File: src/rtl/core/ncd_pkg.sv
// ----------------------------------------------------------------------------
// ncd_pkg
// Shared types, sizes and constants of the negative cycle detector.
// ----------------------------------------------------------------------------
`default_nettype none

package ncd_pkg;

    // capacities
    localparam int MAX_VERTICES = 512;
    localparam int MAX_EDGES    = 8192;

    // field widths
    localparam int VERT_FW  = 9;
    localparam int WEIGHT_W = 16;
    localparam int DIST_W   = 32;
    localparam int VC_W     = 9;

    // storage address and count widths
    localparam int VERT_AW = $clog2(MAX_VERTICES);
    localparam int EDGE_AW = $clog2(MAX_EDGES);
    localparam int EDGE_CW = $clog2(MAX_EDGES + 1);

    // distance start value and saturation floor
    localparam logic [DIST_W-1:0] DIST_INIT = {4{8'h3f}};
    localparam logic [DIST_W-1:0] DIST_MIN  = {1'b1, {(DIST_W-1){1'b0}}};

    // input word
    typedef struct packed {
        logic [VERT_FW-1:0]         edge_source;
        logic [VERT_FW-1:0]         edge_dest;
        logic signed [WEIGHT_W-1:0] edge_weight;
        logic                       both_ways;
        logic                       last_edge;
    } t_edge_word;

    // result word
    typedef struct packed {
        logic negative_cycle;
        logic edges_dropped;
    } t_result_word;

    // one entry of the edge store
    typedef struct packed {
        logic [VERT_FW-1:0]         src;
        logic [VERT_FW-1:0]         dst;
        logic signed [WEIGHT_W-1:0] weight;
    } t_edge_entry;

    // controller states
    typedef enum logic [2:0] {
        S_LOAD,
        S_REVERSE,
        S_INIT,
        S_EDGE_RD,
        S_DIST_RD,
        S_UPDATE,
        S_DONE
    } t_state;

    // controller to datapath
    typedef struct packed {
        logic load_fwd;
        logic load_rev;
        logic init_step;
        logic update;
        logic finish;
    } t_cmd;

    // datapath to controller
    typedef struct packed {
        logic item_last;
        logic init_last;
        logic no_edges;
        logic checking;
        logic lower;
        logic edge_last;
        logic out_free;
    } t_status;

    // vertex index within the distance store
    function automatic logic vertex_ok(input logic [VERT_FW-1:0] v);
        return 32'(v) < 32'(MAX_VERTICES);
    endfunction

endpackage

`default_nettype wire

File: src/rtl/core/ncd_ctrl.sv
// ----------------------------------------------------------------------------
// ncd_ctrl
// Sequencer: edge loading, distance sweep, relaxation passes, result hand-off.
// ----------------------------------------------------------------------------
`default_nettype none

module ncd_ctrl
    import ncd_pkg::*;
(
    input  wire logic    i_clk,
    input  wire logic    i_rst_n,
    input  wire logic    i_in_valid,
    input  wire logic    i_in_both,
    input  wire logic    i_in_last,
    input  wire t_status i_status,
    output      logic    o_in_ready,
    output      t_cmd    o_cmd
);

    t_state r_state;
    t_state n_state;

    // state register
    always_ff @(posedge i_clk) begin
        if (!i_rst_n) begin
            r_state <= S_LOAD;
        end else begin
            r_state <= n_state;
        end
    end

    // next state
    always_comb begin
        n_state = r_state;
        case (r_state)
            S_LOAD: begin
                if (i_in_valid) begin
                    if (i_in_both) begin
                        n_state = S_REVERSE;
                    end else if (i_in_last) begin
                        n_state = S_INIT;
                    end
                end
            end
            S_REVERSE: begin
                n_state = i_status.item_last ? S_INIT : S_LOAD;
            end
            S_INIT: begin
                if (i_status.init_last) begin
                    n_state = i_status.no_edges ? S_DONE : S_EDGE_RD;
                end
            end
            S_EDGE_RD: begin
                n_state = S_DIST_RD;
            end
            S_DIST_RD: begin
                n_state = S_UPDATE;
            end
            S_UPDATE: begin
                if (i_status.checking && i_status.lower) begin
                    n_state = S_DONE;
                end else if (i_status.edge_last && i_status.checking) begin
                    n_state = S_DONE;
                end else begin
                    n_state = S_EDGE_RD;
                end
            end
            S_DONE: begin
                if (i_status.out_free) begin
                    n_state = S_LOAD;
                end
            end
            default: begin
                n_state = S_LOAD;
            end
        endcase
    end

    // commands
    always_comb begin
        o_cmd      = '0;
        o_in_ready = 1'b0;
        case (r_state)
            S_LOAD: begin
                o_in_ready     = 1'b1;
                o_cmd.load_fwd = i_in_valid;
            end
            S_REVERSE: begin
                o_cmd.load_rev = 1'b1;
            end
            S_INIT: begin
                o_cmd.init_step = 1'b1;
            end
            S_UPDATE: begin
                o_cmd.update = 1'b1;
            end
            S_DONE: begin
                o_cmd.finish = i_status.out_free;
            end
            default: begin
                o_cmd = '0;
            end
        endcase
    end

endmodule

`default_nettype wire

File: config.mk
export PLATFORM = sky130hd
export DESIGN_NAME = ncd_ctrl
export DESIGN_NICKNAME = d
export VERILOG_FILES = /design/src/rtl/core/ncd_pkg.sv /design/src/rtl/core/ncd_ctrl.sv
export SDC_FILE = /design/constraint.sdc
export NUM_CORES = 1
export LEC_CHECK = 0
export ABC_AREA = 1
export BUFFER_PORTS_ARGS = -buffer_cell sky130_fd_sc_hd__buf_4
export CAP_MARGIN = 10
export CORE_AREA = 2 2 39 41
export CTS_CLUSTER_DIAMETER = 150
export CTS_CLUSTER_SIZE = 10
export DETAILED_ROUTE_END_ITERATION = 8
export DIE_AREA = 0 0 41 43
export PLACE_DENSITY_LB_ADDON = 0.3
export SLEW_MARGIN = 20
export SYNTH_ARGS = -nofsm -noshare
export SYNTH_HDL_FRONTEND = slang
export SYNTH_SLANG_ARGS = --single-unit
File: constraint.sdc
create_clock -name i_clk -period 1 [get_ports i_clk]
set_input_delay 0.1 -clock i_clk [delete_from_list [all_inputs] [get_ports i_clk]]
set_output_delay 0.1 -clock i_clk [all_outputs]
set_load 0.1 [all_outputs]
* Yosys cells after proc, flatten, opt, wreduce, memory -nomap -nowiden *
Cells that the tools add are included.

storage, ports and cells
  register bits = 3
  bits of input ports = 12
  logic and storage cells = 31

operators by class
  equal/unequal tests = 10
  mux-type cells = 16
  reduce and logical (&&, ||, !) cells = 4

operator list
  kind                                                             count
  3-bit 2-to-1 mux                                                 8
  3-bit case mux with 7 select lines                               1
  3-bit == test, second input constant                             3
  3-bit by 2-bit == test with 1-bit output, second input constant  2
  1-bit 2-to-1 mux                                                 6
  2-bit != test, second input constant                             3
  4-bit AND reduction                                              1
  3-bit by 1-bit == test with 1-bit output, second input constant  1
  3-bit zero test                                                  1
  3-bit != test, second input constant                             1
  1-bit logical AND                                                2
  2-bit 2-to-1 mux                                                 1

* Longest topological paths before layout *
Gate-level depths: netlist of the first run.

  depth after elaboration = 4
  mapped depth = 8
  mapped depth without buffers = 7

* Worst setup path before layout of the first run *
Ideal clock, no wire load.

  path type = register -> output
  start point = register r_state[0]
  end point = output port o_cmd[4] (netlist bit)
  data arrival time = 2.601 ns
  required time = 0.900 ns
  setup slack = -1.701 ns
  stages on the path, launching flop included = 4
  path through = dfxtp_1 > nor2_4 > inv_2 > nor3_1

RTL lines
  item                    RTL line        RTL
  from (decl)             ncd_ctrl.sv:20  t_state r_state;
  from (signal assigned)  ncd_ctrl.sv:28  r_state <= n_state;
  to (decl)               ncd_ctrl.sv:17  output t_cmd o_cmd

==> impl_results.md, run 1 <==
* Final nets at 98
* Die Span Y at 43 microns
* Post-Syn Area at 304.0 sq um
* Syn Nets at 66
* I/O Pins at 18
* Area contributors post-synth: dfxtp_1, nand2_1, nand3_1
* Clk_skew at 3.136 ps
* Drt via density at 4.475
* Reg with most FFs: r_state
* Final TNS setup at -1965 ps
* Router iterations before antenna repair at 4
* # fillers at 124
* Most frequent cells in the layout: buf_4, nand2_1, buf_12, inv_1, nor2_4
* Failing checks: negative setup slack
* CTS H-Tree Depth at 1
* R2r worst-path depth at 9
* Yosys top cell by area: dfxtp_1
* HPWL after detailed placement at 726.1 microns
* Final Hold Vio Count at 0
* Least-Margin Pin Slew at 246.1 ps
* Crit path arrival time at 1170 ps
* Critical Path Source Type: flip-flop
* Crit-path cells: nor2_4, inv_2, nor3_4, buf_12
* Clock slew at reported path FFs at 40 ps
* Max reg flops at 3
* Hold Slack at 111.9 ps
* Worst r2r dst: r_state[1]
* Yosys reg bits at 3
* Vias in the first global route at 413
* All-layer global routing usage at 14.66%
* Worst path required time at 900 ps
* Worst reg2reg startpoint: r_state[1]
* CP Capture Point: o_cmd[4]
* Maximum clock insertion buffer count at 2
* P&R area growth vs syn at 159.3%
* Share of cells above drive strength 1 at 68.24%
* Reg2Reg Setup Slack at -180 ps
* Clk sinks at 3
* Most common cell after layout, fill and taps aside: buf_4
* Worst skew pair latency at 240 ps
* Crit Path Max Fanout at 4
* Top-area cell type share of the netlist area at 19.75%
* Final min period at 1267 ps
* Power Density at 1703 nW/um^2
* Yosys warnings at 0
* Pleak at 0.3587 nW
* Worst Hold Class: input port to flip-flop
* Max Cap Violations at 0
* Kind of critical path: flip-flop to primary output
* Total routed wirelength at 1.134 mm
* Number of antenna violations at the first check in global routing at 0
* N_diodes at 0
* Die extent in x at 41 microns
* Die footprint at 1763 sq um
* Crit end category: primary output
* # rows at 14
* Vias at 452
* Syn Inst Count at 54
* Crit-path max cell delay at 360 ps
* Peak VDD IR at 0.8262 mV
* Fmax at 789.5 MHz
* Finish-stage setup viols at 9
* Outcome: complete, but fails checks
* GP Congestion at 0.7333
* Wirelength per Cell at 11.23 microns
* CTS tree: yes
* Sequential area share after synthesis at 19.75%
* Slew Limit Fails at 0
* First-iteration detailed-routing DRC count at 3
* CTS root buf: clkbuf_4
* Fin worst setup slack at -266.6 ps
* Syn Area/Cell at 5.630 sq um
* GR Overflow Total at 0
* Max_slew headroom at 83.53%
* Total core area at 1384 sq um
* Post-Place Worst Slack at -156.6 ps
* First-pass GRT wire length at 1.731 mm
* Largest net degree at the start of global routing at 6
* Port buffer count at 17
* Fin crit share at 126.7%
* RSZ-0062 raised after global routing: yes
* Initial Utilization at 21.97%
* Worst Setup SP: r_state[2]
* Biggest regs: r_state: 3 flops
* Final ANT Viol Nets at 0
* Yosys cell types at 15
* DRC at 0
* TritonCTS Buffers at 3
* Slowest cell on crit path: dfxtp_4
## worst min-delay path by stage
stage                       to  slack, ps  depth (start not counted)     from
finish              r_state[0]        110                          3  i_rst_n
global route        r_state[0]        120                          3  i_rst_n
CTS                 r_state[0]        110                          3  i_rst_n
detailed placement  r_state[0]        360                          3  i_rst_n
global placement    r_state[0]        350                          3  i_rst_n
floorplan           r_state[0]        230                          2  i_rst_n
## per-stage QoR
step / area, sq um / util (%) / instances / power (mW)
after floorplan: 365.4 / - / 54 / 0.6663
after global placement: 559.3 / 40.42 / 92 / 0.8294
after CTS: 714.4 / 51.63 / 100 / 1.237
after global routing: 788.3 / 56.96 / 101 / 1.421
after detailed placement: 559.3 / 40.42 / 92 / 0.8303
final: 788.3 / 56.96 / 101 / 1.343
## cells in the mapped netlist
| master | instances |
|---|---|
| a21oi_1 | 2 |
| buf_6 | 1 |
| dfxtp_1 | 3 |
| inv_1 | 8 |
| inv_2 | 2 |
| nand2_1 | 13 |
| nand2_2 | 2 |
| nand3_1 | 6 |
| nor2_1 | 6 |
| nor2_2 | 3 |
| nor2_4 | 1 |
| nor3_1 | 2 |
| o211ai_1 | 2 |
| o21ai_0 | 2 |
| or2_0 | 1 |
## critical path: cells and delay by family (launching register included)
family	cells	cell delay, ps
flops	1	360
buf+inv	2	280
simple gates	2	290
## power by group
group / leakage, nW / switching, mW / internal [mW] / total, mW
clock: 0.0150 / 0.0769 / 0.150 / 0.227
sequential: 0.0267 / 0.0369 / 0.141 / 0.178
combinational: 0.317 / 0.546 / 0.390 / 0.937
total: 0.359 / 0.660 / 0.682 / 1.34
## cell type report
type / instances / area [sq um] / share of cell area, %
clock buffer: 4 / 26.28 / 3.333
inverter: 10 / 43.79 / 5.556
multi-input combinational: 40 / 314.1 / 39.84
sequential: 3 / 71.32 / 9.048
tap: 16 / 20.02 / 2.540
timing repair buffer: 28 / 312.8 / 39.68
## routing by layer
metal / GRT usage (%) / up-vias / routed length, microns
met1: 17.68 / 204 / 453
li1: - / 232 / -
met5: 0 / - / 0
met3: 8.901 / 0 / 74
met2: 21.25 / 16 / 606
met4: 4.000 / 0 / 0
## logic make-up (layout without fill, tap and decap cells)
kind of cell | Yosys count | count (layout) | synth area share, %
AO/OA/AOI/OAI | 6 | 6 | 11.52
buffers and inverters | 11 | 42 | 16.05
flip-flops | 3 | 3 | 19.75
AND/OR/NAND/NOR | 34 | 34 | 52.68
## what timing repair did
action	in CTS	in global routing
pin swaps	11	15
buffers inserted	4	1
hold buffers	0	0
setup endpoints to repair	9	9
resized for setup	25	17
Power figures use the tool's default switching activity.
==> inputs of run 2 (changes only) <==
Settings changed: ABC_AREA 1 to not set.
==> run 2 against run 1 <==
The run still ends with negative setup slack left. Utilization is 7.5 points lower. Wire length is 15% lower. Synthesized cell count is 37% lower. Sequential power is 16% lower. Fmax is 11% lower. Clock power is 8% lower. First-iteration DRC count is 67% higher. Count of clock-buffer cells in the layout stayed put. Critical path type unchanged. Largest cell class is now non-clock buffers. Largest power group unchanged. Highest routed layer is now met4.
==> impl_results.md, run 2 <==
* Post-Syn Area at 256.5 sq um (-16%)
* Final min period at 1426 ps (+159.3 ps)
* Yosys cell types at 23 (+8)
* Crit end category: primary output
* Fmax at 701.3 MHz (-11%)
* Finish-stage setup viols at 9 (unchanged)
* Biggest regs: r_state: 3 flops
* GR Overflow Total at 0 (unchanged)
* Maximum clock insertion buffer count at 2 (unchanged)
* Die footprint at 1763 sq um (unchanged)
* Port buffer count at 17 (unchanged)
* Slew Limit Fails at 0 (unchanged)
* Kind of critical path: flip-flop to primary output
* Max_slew headroom at 69.55% (-14 points)
* Yosys reg bits at 3 (unchanged)
* Final Hold Vio Count at 0 (unchanged)
* Tot Pwr at 1.169 mW (-13%)
* Max layer used: met4
* Crit Path Max Fanout at 2 (-2)
* Reg with most FFs: r_state
* RSZ-0062 raised after global routing: yes
* Wirelength per Cell at 11.80 microns (+5.1%)
* Drt via density at 4.744 (+6.0%)
* Final TNS setup at -2713 ps (-747.6 ps)
* First-pass GRT wire length at 1.587 mm (-8.3%)
* I/O Pins at 18 (unchanged)
* First-iteration detailed-routing DRC count at 5 (+2)
* Syn Nets at 46 (-30%)
* Least-Margin Pin Slew at 451.0 ps (+204.9 ps)
* Vias at 389 (-14%)
* CTS tree: yes
* Peak VDD IR at 1.077 mV (+30%)
* TritonCTS Buffers at 3 (unchanged)
* Met3 Routed Length at 81 microns (+9.5%)
* P&R area growth vs syn at 166.8%
* Syn Area/Cell at 7.544 sq um (+34%)
* Fraction of registers with async set/reset at 0% (unchanged)
* DRC at 0 (unchanged)
* EDFF count, synth at 0 (unchanged)
* Die Span Y at 43 microns (unchanged)
* Total core area at 1384 sq um (unchanged)
* Clk_skew at 0.1919 ps (-2.944 ps)
* Outcome: complete, but fails checks
* Clk sinks at 3 (unchanged)
* Cells after DPL at 73 (-21%)
* Syn Inst Count at 34 (-37%)
* GP Congestion at 0.7707 (+5.1%)
* Most common cell in the netlist: inv_1
* Final nets at 79 (-19%)
* Yosys top cell by area: dfxtp_1
* Hold_buf cts at 0 (unchanged)
* Yosys warnings at 0 (unchanged)
* Number of antenna violations at the first check in global routing at 0 (unchanged)
* Top-area cell type share of the netlist area at 23.41% (+3.7 points)
* CTS root buf: clkbuf_4
* Routed met1 length at 379 microns (-16%)
* Dominant synthesized flop cell: dfxtp_1
* Area contributors post-synth: dfxtp_1, o21ai_0, inv_1
* Post-synth top cells: inv_1, dfxtp_1, nor2_1, o21ai_0
* Most common cell after layout, fill and taps aside: buf_4
* N_diodes at 0 (unchanged)
* Max reg flops at 3 (unchanged)
* Router iterations before antenna repair at 3 (-1)
* Worst skew pair latency at 230 ps (about the same)
* Routed wl met2 at 483 microns (-20%)
* Clock slew at reported path FFs at 30 ps (about the same)
* Worst Hold Class: input port to flip-flop
* Failing checks: negative setup slack
* Total routed wirelength at 968 microns (-15%)
* Share of cells above drive strength 1 at 75.76% (+7.5 points)
* HPWL after detailed placement at 661 microns (-9.0%)
* Fin worst setup slack at -425.8 ps (-159.3 ps)
* Most frequent cells in the layout: buf_4, buf_12, buf_6, clkbuf_4, dfxtp_2
* R2r worst-path depth at 5 (-4)
* Critical Path Source Type: flip-flop
* All-layer global routing usage at 13.55% (-1.1 points)
* # rows at 14 (unchanged)
* Final ANT Viol Nets at 0 (unchanged)
* Largest net degree at the start of global routing at 9 (+3)
* Power Density at 1708 nW/um^2 (+0.30%)
* Sequential area share after synthesis at 23.41% (+3.7 points)
* Filler-free cell count of the finished design at 82 (-19%)
* Crit path arrival time at 1330 ps (+160 ps)
* Vias in the first global route at 403 (-2.4%)
* Initial Utilization at 18.54% (-3.4 points)
* Hold Path Depth at 3 (unchanged)
* Die extent in x at 41 microns (unchanged)
* Pleak at 0.2726 nW (-24%)
* Fin crit share at 142.6% (+16 points)
* # fillers at 138 (+11%)
* Max Cap Violations at 0 (unchanged)
* Worst path required time at 900 ps (about the same)
* CTS H-Tree Depth at 1 (unchanged)
[run 2: critical path: stages (launching register included)]
cell and delay (ps):
dfxtp_2 310, or3_4 400, clkinvlp_4 90, and2_4 140, buf_12 160
[run 2: final cells by class]
cell class	count	area, sq um	area share (%)
Clock buffer	4	26.28	3.839
Timing Repair Buffer	29	307.8	44.97
Tap cell	16	20.02	2.925
Sequential cell	3	63.81	9.324
Multi-Input combinational cell	26	241.5	35.28
Inverter	4	25.02	3.656
[run 2: routing by layer]
metal  track usage, %  vias up
met1            15.43      181
met4            6.000        0
met5                0        -
li1                 -      188
met3            6.806        2
met2            20.31       18
[run 2: repair_timing]
item / 4_1_cts / 5_1_grt
gates resized for setup: 26 / 6
setup buffers: 5 / 1
pin swaps: 6 / 4
endpoints found under the setup margin: 9 / 9
[run 2: where the power goes]
| part | switching [mW] | internal (mW) |
|---|---|---|
| clock | 0.0586 | 0.149 |
| combinational | 0.450 | 0.362 |
| sequential | 0.0107 | 0.139 |
| total | 0.519 | 0.650 |
[run 2: final timing paths]
path         startpoint          to  slack, ps
max          r_state[0]    o_cmd[4]       -430
min             i_rst_n  r_state[1]        140
max reg2reg  r_state[0]  r_state[2]       -360
min reg2reg  r_state[0]  r_state[2]        600
[run 2: cells by family after synthesis]
family,after synthesis,synth area share [%]
simple gates,13,28.29
mux,1,4.390
buf+inv,5,8.780
flops,3,23.42
compound gates,12,35.12
[run 2: through the flow]
stage	hold WS [ps]	worst slack (ps)	util, %	area, sq um
detailed placement	398.3	-276.9	35.71	494.2
finish	138.9	-425.8	49.46	684.4
global route	146.0	-461.0	49.46	684.4
floorplan	226.3	-584.3	-	305.3
global placement	397.4	-267.2	35.71	494.2
CTS	142.5	-422.2	48.19	666.9
==> inputs of run 3 (changes only) <==
Clock period 1 ns to 1.3 ns, I/O delays scaled along.
==> run 3 against run 2 <==
The flow still finishes with violations (negative setup slack). Combinational power fell by 29%. Worst hold slack improved by 49 ps. Power fell by 27%. Non-clock buffer count fell by 4. Setup slack improved by 290 ps. Critical path type unchanged. Highest routed layer is now met3.
==> impl_results.md, run 3 (synthesized netlist as in run 2, its figures left out) <==
* Flop pwr share at 13.4% (+0.6 points)
* Final TNS setup at -331.2 ps (+2382 ps)
* Peak VDD IR at 0.8383 mV (-22%)
* Kind of critical path: flip-flop to primary output
* Pleak at 0.2463 nW (-9.7%)
* Wirelength per Cell at 10.53 microns (-11%)
* Worst path required time at 1170 ps (+270 ps)
* Total routed wirelength at 821 microns (-15%)
* Clock slew at reported path FFs at 30 ps (about the same)
* Drt via density at 4.615 (-2.7%)
* Final Hold Vio Count at 0 (unchanged)
* Final ANT Viol Nets at 0 (unchanged)
* Most common cell after layout, fill and taps aside: buf_4
* Router iterations before antenna repair at 2 (-1)
* Final nets at 75 (-5.1%)
* Port buffer count at 17 (unchanged)
* Die Span Y at 43 microns (unchanged)
* Total core area at 1384 sq um (unchanged)
* Worst skew pair latency at 230 ps (about the same)
* Crit-path cells: or3_4, clkinvlp_4, and2_4, buf_12
* I/O Pins at 18 (unchanged)
* Crit Path Max Fanout at 2 (unchanged)
* Hold_buf cts at 0 (unchanged)
* Fin worst setup slack at -137.9 ps (+288.0 ps)
* Fin crit share at 110.6%
* Clk sinks at 3 (unchanged)
* Crit path arrival time at 1310 ps (-20 ps)
* R2r worst-path depth at 4 (-1)
* Outcome: complete, but fails checks
* # fillers at 139 (+0.72%)
* Max Cap Violations at 0 (unchanged)
* Post-Route Utilization at 45.48% (-4.0 points)
* Slowest cell on crit path: or3_4
* Die footprint at 1763 sq um (unchanged)
* Reg2Reg Setup Slack at 20 ps (+380 ps)
* # rows at 14 (unchanged)
* Post-Place Worst Slack at 4.458 ps (+281.4 ps)
* Finish-stage setup viols at 4 (-5)
* P&R area growth vs syn at 145.4%
* Sw frac at 44.86% (+0.48 points)
* Met3 Routed Length at 90 microns (+11%)
* Routed wl met2 at 400 microns (-17%)
* Clk_skew at 5.373 ps (+5.181 ps)
* Slew Limit Fails at 0 (unchanged)
* N_diodes at 0 (unchanged)
* Failing checks: negative setup slack
* Share of cells above drive strength 1 at 67.74% (-8.0 points)
* CTS root buf: clkbuf_4
* Number of antenna violations at the first check in global routing at 0 (unchanged)
* GR Overflow Total at 0 (unchanged)
* Initial Utilization at 18.54% (unchanged)
* First-iteration detailed-routing DRC count at 2 (-3)
* Maximum clock insertion buffer count at 2 (unchanged)
* First-pass GRT wire length at 1.338 mm (-16%)
* Max reg flops at 3 (unchanged)
* CTS tree: yes
* Least-Margin Pin Slew at 317.2 ps (-133.8 ps)
* DRC at 0 (unchanged)
* Worst reg2reg startpoint: r_state[2]
* Worst r2r dst: r_state[2]
* Seq. cell area at 62.56 sq um (-2.0%)
* Sw power at 380.5 uW (-27%)
* TritonCTS Buffers at 3 (unchanged)
* Combinational Power Share at 67.5% (-1.9 points)
* GP Congestion at 0.8084 (+4.9%)
* CTS H-Tree Depth at 1 (unchanged)
* Routed met1 length at 330 microns (-13%)
* HPWL after detailed placement at 620.9 microns (-6.1%)
* Biggest regs: r_state: 3 flops
* Vias in the first global route at 349 (-13%)
* Crit end category: primary output
* Most frequent cells in the layout: buf_4, buf_12, o21ai_0, clkbuf_4
* Hold Path Depth at 3 (unchanged)
* Fmax at 695.5 MHz
* Multi-input gate area at 227.7 sq um (-5.7%)
* Critical Path Source Type: flip-flop
* Reg with most FFs: r_state
* Vias at 360 (-7.5%)
* Clock share of power at 19.1% (+1.3 points)
* Worst Hold Class: input port to flip-flop
* Hold path endpoint: r_state[0]
* Largest net degree at the start of global routing at 9 (unchanged)
* Internal at 467.8 uW (-28%)
* Die extent in x at 41 microns (unchanged)
* Crit-path max cell delay at 400 ps (about the same)
* Power Density at 1348 nW/um^2 (-21%)
* Max_slew headroom at 78.59% (+9.0 points)
* RSZ-0062 raised after global routing: yes
* Max layer used: met3
* Final min period at 1438 ps
* Hold_sp: i_rst_n
* All-layer global routing usage at 11.13% (-2.4 points)
run 3: cell type report:
cell class	count	area share, %
well taps	16	3.181
multi-input cells	26	36.18
inverters	4	3.579
repair buffers	25	42.94
flip-flops and latches	3	9.940
clock buffers	4	4.175
run 3: power groups by stage:
stage | sequential [mW] | combinational (mW) | clock, mW
global route | 0.115 | 0.600 | 0.176
CTS | 0.114 | 0.550 | 0.169
floorplan | 0.125 | 0.312 | 0
finish | 0.114 | 0.573 | 0.162
global placement | 0.114 | 0.443 | 0
detailed placement | 0.114 | 0.442 | 0
run 3: repair_timing:
item | CTS | global route
hold endpoints to repair | 0 | 0
endpoints found under the setup margin | 6 | 8
pin swaps | 0 | 1
gates resized for setup | 23 | 2
gates cloned | 0 | 0
setup buffers | 1 | 1
run 3: metal layers:
metal	track usage [%]	up-vias
li1	-	181
met1	14.10	162
met2	16.25	17
met3	6.283	0
met4	2.000	0
met5	0	-
run 3: how the worst max path moves through the flow:
stage	slack [ps]	end	start	cells past startpoint
finish	-140	o_cmd[4]	r_state[2]	4
global route	-190	o_cmd[4]	r_state[2]	4
CTS	-150	o_cmd[4]	r_state[2]	4
detailed placement	4	o_cmd[4]	r_state[2]	4
global placement	20	o_cmd[4]	r_state[2]	4
floorplan	-310	o_cmd[4]	r_state[0]	3
run 3: metrics by stage:
| stage | power, mW | instance area, sq um | instances | hold slack [ps] |
|---|---|---|---|---|
| 2_1_floorplan | 0.4366 | 295.3 | 34 | 256.3 |
| 3_3_place_gp | 0.5570 | 480.5 | 72 | 431.5 |
| 3_5_place_dp | 0.5559 | 480.5 | 72 | 417.1 |
| 4_1_cts | 0.8333 | 604.3 | 77 | 177.4 |
| 5_1_grt | 0.8918 | 629.4 | 78 | 202.9 |
| 6_report | 0.8483 | 629.4 | 78 | 188.1 |
run 3: worst max-delay path, delay by kind of cell, from the launching register on:
| kind | cells | cell delay, ps |
|---|---|---|
| flops | 1 | 300 |
| simple gates | 2 | 540 |
| buf+inv | 2 | 240 |
